### src/sv/cab_pkg.sv
// ----------------------------------------------------------------------------
// Countdown alarm bank package
// Shared widths, operation codes, controller states and the command and
// status bundles between the controller and the datapath.
// ----------------------------------------------------------------------------
package cab_pkg;

	localparam int ALARMS_DEF  = 8;
	localparam int MASK_W      = 8;
	localparam int REM_W       = 40;
	localparam int AMOUNT_W    = 24;
	localparam int COUNT_W     = 16;
	localparam int PERIOD_W    = 24;
	localparam int IDX_W       = 4;
	localparam int OP_W        = 2;
	localparam int IN_DATA_W   = 32;
	localparam int OUT_DATA_W  = 56;
	localparam int APB_ADDR_W  = 3;
	localparam int APB_DATA_W  = 32;

	localparam logic [PERIOD_W-1:0] PERIOD_RESET = PERIOD_W'(1);

	// Register index taken from the word address bit of paddr.
	localparam logic [0:0] REG_BASE_PERIOD = 1'b0;

	typedef enum logic [OP_W-1:0] {
		OP_SET     = 2'd0,
		OP_CLEAR   = 2'd1,
		OP_QUERY   = 2'd2,
		OP_ELAPSED = 2'd3
	} op_t;

	typedef enum logic [4:0] {
		ST_IDLE   = 5'b00001,
		ST_MUL    = 5'b00010,
		ST_APPLY  = 5'b00100,
		ST_WALK   = 5'b01000,
		ST_FINISH = 5'b10000
	} state_t;

	typedef struct packed {
		logic load;    // capture the accepted transaction
		logic mul;     // form count times base period
		logic apply;   // write a set or clear to the addressed alarm
		logic walk;    // step the elapsed subtraction by one alarm
		logic finish;  // load the result register
	} cmd_t;

	typedef struct packed {
		logic in_set;      // incoming transaction is a set
		logic in_elapsed;  // incoming transaction is an elapsed event
		logic walk_last;   // walk is on the last alarm
		logic out_free;    // result register can take a new result
	} status_t;

endpackage

### src/sv/cab_ctrl.sv
// ----------------------------------------------------------------------------
// Countdown alarm bank controller
// One-hot state machine that sequences each transaction through the datapath.
// ----------------------------------------------------------------------------
module cab_ctrl import cab_pkg::*; (
	input  logic    clk,
	input  logic    arst_n,
	input  logic    in_valid,
	output logic    in_ready,
	input  status_t status,
	output cmd_t    cmd
);

	state_t state_q;
	state_t state_next;

	always_ff @(posedge clk or negedge arst_n) begin
		if (!arst_n) begin
			state_q <= ST_IDLE;
		end else begin
			state_q <= state_next;
		end
	end

	always_comb begin
		state_next = state_q;
		cmd        = '0;
		in_ready   = 1'b0;
		case (state_q)
			ST_IDLE: begin
				in_ready = 1'b1;
				if (in_valid) begin
					cmd.load = 1'b1;
					if (status.in_elapsed) begin
						state_next = ST_WALK;
					end else if (status.in_set) begin
						state_next = ST_MUL;
					end else begin
						state_next = ST_APPLY;
					end
				end
			end
			ST_MUL: begin
				cmd.mul    = 1'b1;
				state_next = ST_APPLY;
			end
			ST_APPLY: begin
				cmd.apply  = 1'b1;
				state_next = ST_FINISH;
			end
			ST_WALK: begin
				cmd.walk = 1'b1;
				if (status.walk_last) begin
					state_next = ST_FINISH;
				end
			end
			ST_FINISH: begin
				if (status.out_free) begin
					cmd.finish = 1'b1;
					state_next = ST_IDLE;
				end
			end
			default: begin
				state_next = ST_IDLE;
			end
		endcase
	end

endmodule

### src/sv/cab_dp.sv
// ----------------------------------------------------------------------------
// Countdown alarm bank datapath
// Alarm registers, set multiplier, shared saturating subtractor and the
// result register.
// ----------------------------------------------------------------------------
module cab_dp import cab_pkg::*; #(
	parameter int ALARMS = ALARMS_DEF
) (
	input  logic                  clk,
	input  logic                  arst_n,
	input  cmd_t                  cmd,
	output status_t               status,
	input  logic [OP_W-1:0]       in_op,
	input  logic [IDX_W-1:0]      in_idx,
	input  logic [AMOUNT_W-1:0]   in_amount,
	input  logic [PERIOD_W-1:0]   base_period,
	output logic                  out_valid,
	input  logic                  out_ready,
	output logic [REM_W-1:0]      out_remaining,
	output logic                  out_done,
	output logic [MASK_W-1:0]     out_mask,
	output logic                  out_bad
);

	localparam int SLOT_W = (ALARMS > 1) ? $clog2(ALARMS) : 1;

	logic [REM_W-1:0]    alarm_q [ALARMS];
	logic [MASK_W-1:0]   active_q;
	logic [OP_W-1:0]     op_q;
	logic [IDX_W-1:0]    idx_q;
	logic [AMOUNT_W-1:0] amount_q;
	logic [SLOT_W-1:0]   walk_cnt_q;
	logic [REM_W-1:0]    product_q;
	logic                out_valid_q;

	logic [SLOT_W-1:0]   slot;
	logic                idx_ok;
	logic [SLOT_W-1:0]   rd_addr;
	logic [REM_W-1:0]    rd_val;
	logic [REM_W-1:0]    amount_ext;
	logic [REM_W-1:0]    sub_val;
	logic [MASK_W-1:0]   slot_bit;
	logic [MASK_W-1:0]   walk_bit;

	assign slot       = idx_q[SLOT_W-1:0];
	assign idx_ok     = (idx_q < IDX_W'(ALARMS));
	assign rd_addr    = cmd.walk ? walk_cnt_q : slot;
	assign rd_val     = alarm_q[rd_addr];
	assign amount_ext = REM_W'(amount_q);
	assign sub_val    = (rd_val > amount_ext) ? (rd_val - amount_ext) : '0;
	assign slot_bit   = MASK_W'(1) << slot;
	assign walk_bit   = MASK_W'(1) << walk_cnt_q;

	assign status.in_set     = (in_op == OP_SET);
	assign status.in_elapsed = (in_op == OP_ELAPSED);
	assign status.walk_last  = (walk_cnt_q == SLOT_W'(ALARMS - 1));
	assign status.out_free   = !out_valid_q || out_ready;

	always_ff @(posedge clk) begin
		if (cmd.load) begin
			op_q     <= in_op;
			idx_q    <= in_idx;
			amount_q <= in_amount;
		end
		if (cmd.mul) begin
			// Both operands are widened so the full 40-bit product is kept.
			product_q <= {{(REM_W-COUNT_W){1'b0}}, amount_q[COUNT_W-1:0]} *
				{{(REM_W-PERIOD_W){1'b0}}, base_period};
		end
	end

	always_ff @(posedge clk or negedge arst_n) begin
		if (!arst_n) begin
			for (int i = 0; i < ALARMS; i++) begin
				alarm_q[i] <= '0;
			end
			active_q   <= '0;
			walk_cnt_q <= '0;
		end else begin
			if (cmd.load) begin
				walk_cnt_q <= '0;
			end
			if (cmd.apply && idx_ok) begin
				if (op_q == OP_SET) begin
					alarm_q[slot] <= product_q;
					if (|amount_q[COUNT_W-1:0]) begin
						active_q <= active_q | slot_bit;
					end else begin
						active_q <= active_q & ~slot_bit;
					end
				end else if (op_q == OP_CLEAR) begin
					alarm_q[slot] <= '0;
					active_q      <= active_q & ~slot_bit;
				end
			end
			if (cmd.walk) begin
				walk_cnt_q <= walk_cnt_q + SLOT_W'(1);
				if (rd_val != '0) begin
					alarm_q[walk_cnt_q] <= sub_val;
					if (sub_val == '0) begin
						active_q <= active_q & ~walk_bit;
					end
				end
			end
		end
	end

	// Result register: the next transaction may be worked on while this waits.
	always_ff @(posedge clk or negedge arst_n) begin
		if (!arst_n) begin
			out_valid_q <= 1'b0;
		end else if (cmd.finish) begin
			out_valid_q <= 1'b1;
		end else if (out_ready) begin
			out_valid_q <= 1'b0;
		end
	end

	always_ff @(posedge clk) begin
		if (cmd.finish) begin
			out_remaining <= idx_ok ? rd_val : '0;
			out_done      <= !idx_ok || (rd_val == '0);
			out_mask      <= active_q;
			out_bad       <= !idx_ok && (op_q != OP_ELAPSED);
		end
	end

	assign out_valid = out_valid_q;

endmodule

### src/sv/countdown_alarm_bank_unit.sv
// ----------------------------------------------------------------------------
// Countdown alarm bank unit
// A set passes through the multiply, apply and finish states, a clear or query
// through apply and finish, an elapsed event through the one-alarm-per-cycle walk
// in the shared subtractor and then finish, which waits for a free result register.
// One transaction is in work at a time, so the next is accepted only after finish;
// a waiting result does not hold off the next accept.
// Reset (arst_n low, asynchronous) zeroes all alarms and active bits, base_period 1.
// ----------------------------------------------------------------------------
module countdown_alarm_bank_unit import cab_pkg::*; #(
	parameter int ALARMS = ALARMS_DEF
) (
	input  logic                   clk,
	input  logic                   arst_n,
	// Input stream.
	input  logic                   s_axis_tvalid,
	output logic                   s_axis_tready,
	input  logic [IN_DATA_W-1:0]   s_axis_tdata,  // alarm_index[3:0], amount[27:4], zero
	input  logic [OP_W-1:0]        s_axis_tuser,  // op[1:0]
	// Result stream.
	output logic                   m_axis_tvalid,
	input  logic                   m_axis_tready,
	output logic [OUT_DATA_W-1:0]  m_axis_tdata,  // remaining[39:0], done_res[40],
	                                              // active_mask[48:41], bad_index[49], zero
	// Configuration port.
	input  logic                   psel,
	input  logic                   penable,
	input  logic                   pwrite,
	input  logic [APB_ADDR_W-1:0]  paddr,
	input  logic [APB_DATA_W-1:0]  pwdata,
	output logic [APB_DATA_W-1:0]  prdata,
	output logic                   pready
);

	cmd_t                 cmd;
	status_t              status;
	logic [PERIOD_W-1:0]  base_period_q;
	logic [REM_W-1:0]     remaining;
	logic                 done_res;
	logic [MASK_W-1:0]    active_mask;
	logic                 bad_index;
	logic                 reg_hit;

	// The only register sits at word 0; any other word reads back zero and
	// ignores writes.
	assign pready  = 1'b1;
	assign reg_hit = (paddr[2:2] == REG_BASE_PERIOD);

	always_ff @(posedge clk or negedge arst_n) begin
		if (!arst_n) begin
			base_period_q <= PERIOD_RESET;
		end else if (psel && penable && pwrite && pready && reg_hit) begin
			base_period_q <= pwdata[PERIOD_W-1:0];
		end
	end

	assign prdata = reg_hit ? APB_DATA_W'(base_period_q) : '0;

	// The controller walks each transaction through multiply, apply or the
	// per-alarm elapsed walk, then hands the result to the output register.
	cab_ctrl u_ctrl (
		.clk      (clk),
		.arst_n   (arst_n),
		.in_valid (s_axis_tvalid),
		.in_ready (s_axis_tready),
		.status   (status),
		.cmd      (cmd)
	);

	cab_dp #(
		.ALARMS (ALARMS)
	) u_dp (
		.clk           (clk),
		.arst_n        (arst_n),
		.cmd           (cmd),
		.status        (status),
		.in_op         (s_axis_tuser),
		.in_idx        (s_axis_tdata[IDX_W-1:0]),
		.in_amount     (s_axis_tdata[IDX_W+AMOUNT_W-1:IDX_W]),
		.base_period   (base_period_q),
		.out_valid     (m_axis_tvalid),
		.out_ready     (m_axis_tready),
		.out_remaining (remaining),
		.out_done      (done_res),
		.out_mask      (active_mask),
		.out_bad       (bad_index)
	);

	// Result fields packed from the lowest bit up, padded to whole bytes.
	assign m_axis_tdata = {6'b0, bad_index, active_mask, done_res, remaining};

endmodule

### config.mk
export PLATFORM = sky130hd
export DESIGN_NAME = countdown_alarm_bank_unit
export DESIGN_NICKNAME = d
export VERILOG_FILES = /design/src/sv/cab_pkg.sv /design/src/sv/cab_ctrl.sv /design/src/sv/cab_dp.sv /design/src/sv/countdown_alarm_bank_unit.sv
export SDC_FILE = /design/constraint.sdc
export NUM_CORES = 2
export LEC_CHECK = 0
export ABC_AREA = 1
export BUFFER_PORTS_ARGS = -buffer_cell sky130_fd_sc_hd__buf_2
export CAP_MARGIN = 20
export CORE_MARGIN = 2
export CORE_UTILIZATION = 55
export DETAILED_ROUTE_END_ITERATION = 8
export PLACE_DENSITY = 0.82
export SLEW_MARGIN = 10
export SYNTH_ARGS = -nofsm -noshare
export SYNTH_HDL_FRONTEND = slang
export SYNTH_SLANG_ARGS = --single-unit
### constraint.sdc
create_clock -name clk -period 6.9 [get_ports clk]
set_input_delay 0.69 -clock clk [delete_from_list [all_inputs] [get_ports clk]]
set_output_delay 0.69 -clock clk [all_outputs]
set_load 0.02 [all_outputs]
== Yosys cells after proc, flatten, opt, wreduce, memory -nomap -nowiden ==
Index checks and enable logic that the tools add are counted.

* Word-level logic and storage cells: 118
* Flip-flop bits (word level): 481

* Reductions and logical operators: 20
* Add/subtract/negate cells: 2
* Bitwise gates (word level): 11
* Order comparisons: 7
* Shift operators: 2
* Mux-type cells: 42
* Multiply operators: 1
* Equality and inequality tests: 12

{| class="wikitable"
|+ Operators with widths
! cell !! number
|-
| 2-to-1 mux 320 bit || 5
|-
| bitwise mux 320 bit || 2
|-
| bitwise AND 320 bit || 1
|-
| NOT 320 bit || 1
|-
| demux 40 bit (select 3 bit) || 2
|-
| 2-to-1 mux 40 bit || 5
|-
| binary-select mux 40 bit (select 3 bit) || 1
|-
| zero test 40 bit || 2
|-
| 2-to-1 mux 8 bit || 7
|-
| > comparator 40 x 24 -> 1 bit || 1
|-
| multiplier 16 x 24 -> 40 bit || 1
|-
| nonzero test 40 bit || 1
|-
| subtractor 40 x 24 -> 40 bit || 1
|-
| case mux 5 bit (5 select lines) || 1
|-
| 2-to-1 mux 24 bit || 1
|-
| bitwise AND 8 bit || 2
|-
| NOT 8 bit || 2
|-
| OR reduction 16 bit || 1
|-
| << shifter 1 x 3 -> 8 bit (first input constant) || 2
|-
| 2-to-1 mux 5 bit || 3
|-
| greater-or-equal comparator 4 bit (second input constant) || 3
|-
| 2-to-1 mux 3 bit || 4
|-
| NOT 3 -> 4 bit || 3
|-
| 2-to-1 mux 1 bit || 10
|-
| other kinds (21) || 35
|}

== Logic depth before layout (Yosys ltp) ==
* Depth in word-level cells: 13
* Mapped depth: 34

== By module ==
A second synthesis with hierarchy kept.

* Cells, all modules: 5207
* Area total of the unflattened synthesis: 40084.7 um^2

{| class="wikitable"
|+ By module, submodules not included
! module !! cells each !! instances !! area each (um^2) !! seq. area each (um^2)
|-
| cab_dp || 4980 || 1 || 38388.1 || 11911.4
|-
| countdown_alarm_bank_unit || 177 || 1 || 1328.8 || 601.8
|-
| cab_ctrl || 50 || 1 || 367.9 || 126.4
|}

== Least setup slack after synthesis ==
Ideal clock, no wire load.

* Path kind: reg-to-reg
* Start: reg base_period_q[13]
* End: reg u_dp.product_q[33] (data pin)
* Period minus slack after synthesis: 6.439 ns
* Stages on the path, launching flop included: 29
* Path slack: 0.461 ns
* Library setup time: 0.259 ns
* Data arrival time: 6.180 ns
* Cells stage by stage: dfrtp_1 -> clkbuf_1 -> clkbuf_1 -> nand2_1 -> fa_1 -> inv_1 -> fa_1 -> inv_1 -> fa_1 -> inv_1 -> fa_1 -> fa_1 -> inv_1 -> fa_1 -> inv_1 -> ha_1 -> a21oi_1 -> inv_1 -> a21oi_1 -> inv_1 -> a21oi_1 -> o21ai_0 -> a21oi_1 -> o21ai_0 -> a21boi_0 -> o21ai_0 -> nand2_1 -> nand2_1 -> xor2_1

* Cells in the longest elaborated chain, start to end: 1

{| class="wikitable"
|+ RTL lines
! what !! line !! text
|-
| start, declared || countdown_alarm_bank_unit.sv:37 || <nowiki>logic [PERIOD_W-1:0] base_period_q;</nowiki>
|-
| start signal, assigned || countdown_alarm_bank_unit.sv:53 || <nowiki>base_period_q <= pwdata[PERIOD_W-1:0];</nowiki>
|-
| multiplier 16 x 24 -> 40 bit || cab_dp.sv:67 || <nowiki>product_q <= {{(REM_W-COUNT_W){1'b0}}, amount_q[COUNT_W-1:0]} *</nowiki>
|-
| end signal, assigned || cab_dp.sv:67 ||
|-
| end, declared || cab_dp.sv:33 || <nowiki>logic [REM_W-1:0] product_q;</nowiki>
|}

Every way passes these cells.
A chain may end at the register's enable or synchronous reset.

== Worst setup path after layout ==
* Start: reg u_dp.amount_q[10]
* End: reg u_dp.product_q[32] (data pin)

* Cells in the longest elaborated chain, start to end: 1

{| class="wikitable"
|+ RTL lines
! what !! line !! text
|-
| start, declared || cab_dp.sv:31 || <nowiki>logic [AMOUNT_W-1:0] amount_q;</nowiki>
|-
| start signal, assigned || cab_dp.sv:63 || <nowiki>amount_q <= in_amount;</nowiki>
|-
| multiplier 16 x 24 -> 40 bit || cab_dp.sv:67 ||
|}

Every way passes these cells.

==> flow_summary.yaml <==
place:
  dpl.hpwl_mm: 84.9
  globalplace.congestion: 0.958
  placed_cell_area_sq_um: 42100
  portBuffers: 137
cts:
  cts.sink_count: 481
  cts_max_level: 2
  clk_latency_ns: 0.67
  cts_buffers: 56
  clk_pin_slew_ns: 0.06
  cts_buffer_depth: 3
  cts_tree: "built"
  cts_root_buf: "clkbuf_16"
worst_setup_path:
  worstPathMaxFanout: 19
  critPathArrivalTime_ns: 6.92
  crit_slowest_cell: "edfxtp_1"
  cp_common_cell: "fa_1"
  rr_startpoint: "u_dp.amount_q[10]"
  setup.worst_path.start_class: "register"
  r2r_cells: 21
  cp_slowest_stage_delay_ns: 0.59
  path_cells: "buf_4, nand2_1, fa_1, inv_1, fa_1, fa_1, fa_1, fa_1, inv_1, fa_1, inv_1, ha_1, nand2_1, nor2_1, inv_1, nor3_2, a21oi_1, o31ai_1, a21boi_0, o21ai_0, xor2_1"
  criticalPathCategory: "reg -> reg"
  required_ns: 7.29
  end_kind: "register"
  r2r_setup_slack_ns: 0.37
  worst_r2r_endpoint: "u_dp.product_q[32]"
detailed_routing:
  remaining_drc_errors: 0
  vias: 36197
  avgRoutedWirePerCell_microns: 18.8
  vias_per_cell: 5.68
  antenna_left: 0
  drt_iter0_drc: 4516
  wl_mm: 120
  drt_pre_antenna_iters: 9
global_route:
  grt_start_max_net_pins: 169
  first_global_vias: 35679
  antenna_found_initial: 3
  grt_use_total: 0.322
  gr-total-overflow: 0
  grt_pass1_wl_mm: 190
yosys:
  ys_top_cells_by_area: "dfrtp_1, fa_1, nand2_1"
  synth-simple-area-share: 0.208
  yosysSeqAreaShare: 0.317
  synth_edf_count: 120
  synth_top_family_by_area: "simple AND/OR/NAND/NOR gates"
  synth_top_area_frac: 0.225
  synthAdderAreaFrac: 0.199
  yosysUniqueCellTypes: 49
  synth_cells: 5287
  synth-compound-area-share: 0.123
  synth_top_area_cell: "dfrtp_1"
  yosysMostFrequentCell: "nand2_1"
  synthTopCellsByCount: "nand2_1, inv_1, o21ai_0, dfrtp_1, fa_1"
  synth_mux_area_frac: 0.0115
  synth_xor_area_frac: 0.0134
  ys.flop_type: "dfrtp_1"
  synthArstFlopShare: 0.751
  ys_warn_count: 0
  synth_area_sq_um: 39900
  postSynthAreaPerCell_sq_um: 7.55
  ys_ff_latch: 481
sta:
  rsz0062_at_grt: "false"
  slew_viol_final: 0
  timing.final.crit_share: 0.946
  finClkSkew_ns: 0.0682
  tns_ns: 0
  clock.fmax_mhz: 153
  tightest_slew_ns: 1.16
  fin_crit_ns: 6.53
  setup_viol: 0
  hold_viol: 0
  max_slew_margin: 0.222
final_layout:
  nets: 5900
  drive_gt1_frac: 0.0922
  fill_cells: 6178
  fin_area_sq_um: 44100
  ff_latch_area_sq_um: 12600
  areaGrowthSynthToFinish_pct: 10.5
  multi_input_comb_area_sq_um: 22300
outcome:
  status: "finished, final reports clean"
worst_hold_path:
  min_path_type: "in -> async"
floorplan:
  pin_count: 167
  fp-row-count: 98
  dieArea_sq_um: 74800
  die_h_microns: 273
  start_util: 0.557
  core_sq_um: 71700
  die_x_microns: 273
flow_run:
  cap_violations: 0
## cells in the final DEF (no fill, tap or decap), types with 8 or more instances in the layout
| cell type | n |
|---|---|
| o211ai_1 | 102 |
| o221ai_1 | 24 |
| inv_1 | 982 |
| xor2_1 | 36 |
| conb_1 | 15 |
| fa_1 | 307 |
| o21ai_0 | 538 |
| buf_2 | 136 |
| clkinvlp_4 | 9 |
| dfrtp_1 | 357 |
| nand2_2 | 11 |
| edfxtp_1 | 120 |
| nand3_1 | 213 |
| clkbuf_8 | 9 |
| ha_1 | 144 |
| nor2_4 | 10 |
| clkbuf_16 | 56 |
| nand4_1 | 25 |
| nand3_2 | 12 |
| nor2_1 | 288 |
| nand2_1 | 1431 |
| mux2i_1 | 46 |
| buf_12 | 8 |
| o21ai_1 | 27 |
| buf_4 | 191 |
| nor3_1 | 27 |
| xnor2_1 | 25 |
| nand3b_1 | 9 |
| o22ai_1 | 23 |
| a31oi_1 | 12 |
| a21oi_1 | 132 |
## flip-flops by register name, indices dropped and copies added (netlist names)
signal	flops
u_dp.alarm_q	320
u_dp.out_remaining	40
u_dp.product_q	40
base_period_q	24
u_dp.amount_q	24
u_dp.active_q	8
u_dp.out_mask	8
u_ctrl.state_q	5
u_dp.idx_q	4
u_dp.walk_cnt_q	3
u_dp.op_q	2
u_dp.out_bad	1
u_dp.out_done	1
u_dp.out_valid	1
## routing by layer
| layer | share of wire | vias up | track usage |
|---|---|---|---|
| li1 | - | 16574 | - |
| met1 | 0.37 | 16978 | 0.414 |
| met2 | 0.45 | 2195 | 0.510 |
| met3 | 0.13 | 448 | 0.0819 |
| met4 | 0.052 | 2 | 0.156 |
| met5 | 0.00010 | - | 0 |
## layout make-up
cell class,count,share of cell area
Tap cell,950,0.0269
Clock buffer,71,0.0351
Timing Repair Buffer,336,0.0519
Clock inverter,35,0.00925
Multi-Input combinational cell,3509,0.506
Inverter,989,0.0841
Antenna cell,1,0.0000567
Sequential cell,481,0.287
## metrics by stage
step                      std cells  worst slack, ns   util  hold slack [ns]
final                          6372            0.372  0.615           0.0264
after global routing           6372           0.0155  0.615           0.0871
after CTS                      6370            0.185  0.615           0.0561
after detailed placement       6264            0.151  0.587            0.434
after global placement         6263            0.243  0.587            0.429
after floorplan                5300            0.461      -            0.394
## worst max-delay path: cells and delay by family, from the launching register on
kind,cells,cell delay [ns]
adder cells (fa/ha/maj),7,3.34
AO/OA/AOI/OAI,4,1.02
AND/OR/NAND/NOR,4,0.70
flip-flops,1,0.59
buffers and inverters,5,0.59
XOR/XNOR,1,0.09
## cells by family after synthesis
logic type,Yosys count
xor+xnor,61
fa+ha+maj,451
flops,481
compound gates,884
simple gates,2052
other cells,2
mux,46
buf+inv,1310
## how the worst max path moves through the flow
stage / start / endpoint / slack, ns / depth (start not counted)
4_1_cts: base_period_q[6] / u_dp.product_q[31] / 0.19 / 26
3_3_place_gp: base_period_q[5] / u_dp.product_q[31] / 0.24 / 26
3_5_place_dp: base_period_q[6] / u_dp.product_q[31] / 0.15 / 26
5_1_grt: u_dp.amount_q[4] / u_dp.product_q[33] / 0.02 / 28
6_report: u_dp.amount_q[10] / u_dp.product_q[32] / 0.37 / 21
2_1_floorplan: base_period_q[13] / u_dp.product_q[33] / 0.46 / 28
## repair_timing
item                       CTS  global route
gates resized for setup      0             5
setup endpoints to repair    0             4
hold endpoints to repair     0             0
setup buffers                0             1
hold buffers                 0             0
Power is left out: the tool's default activity adds up to more than one toggle a clock period on the data nets, which glitch-free logic cannot reach.
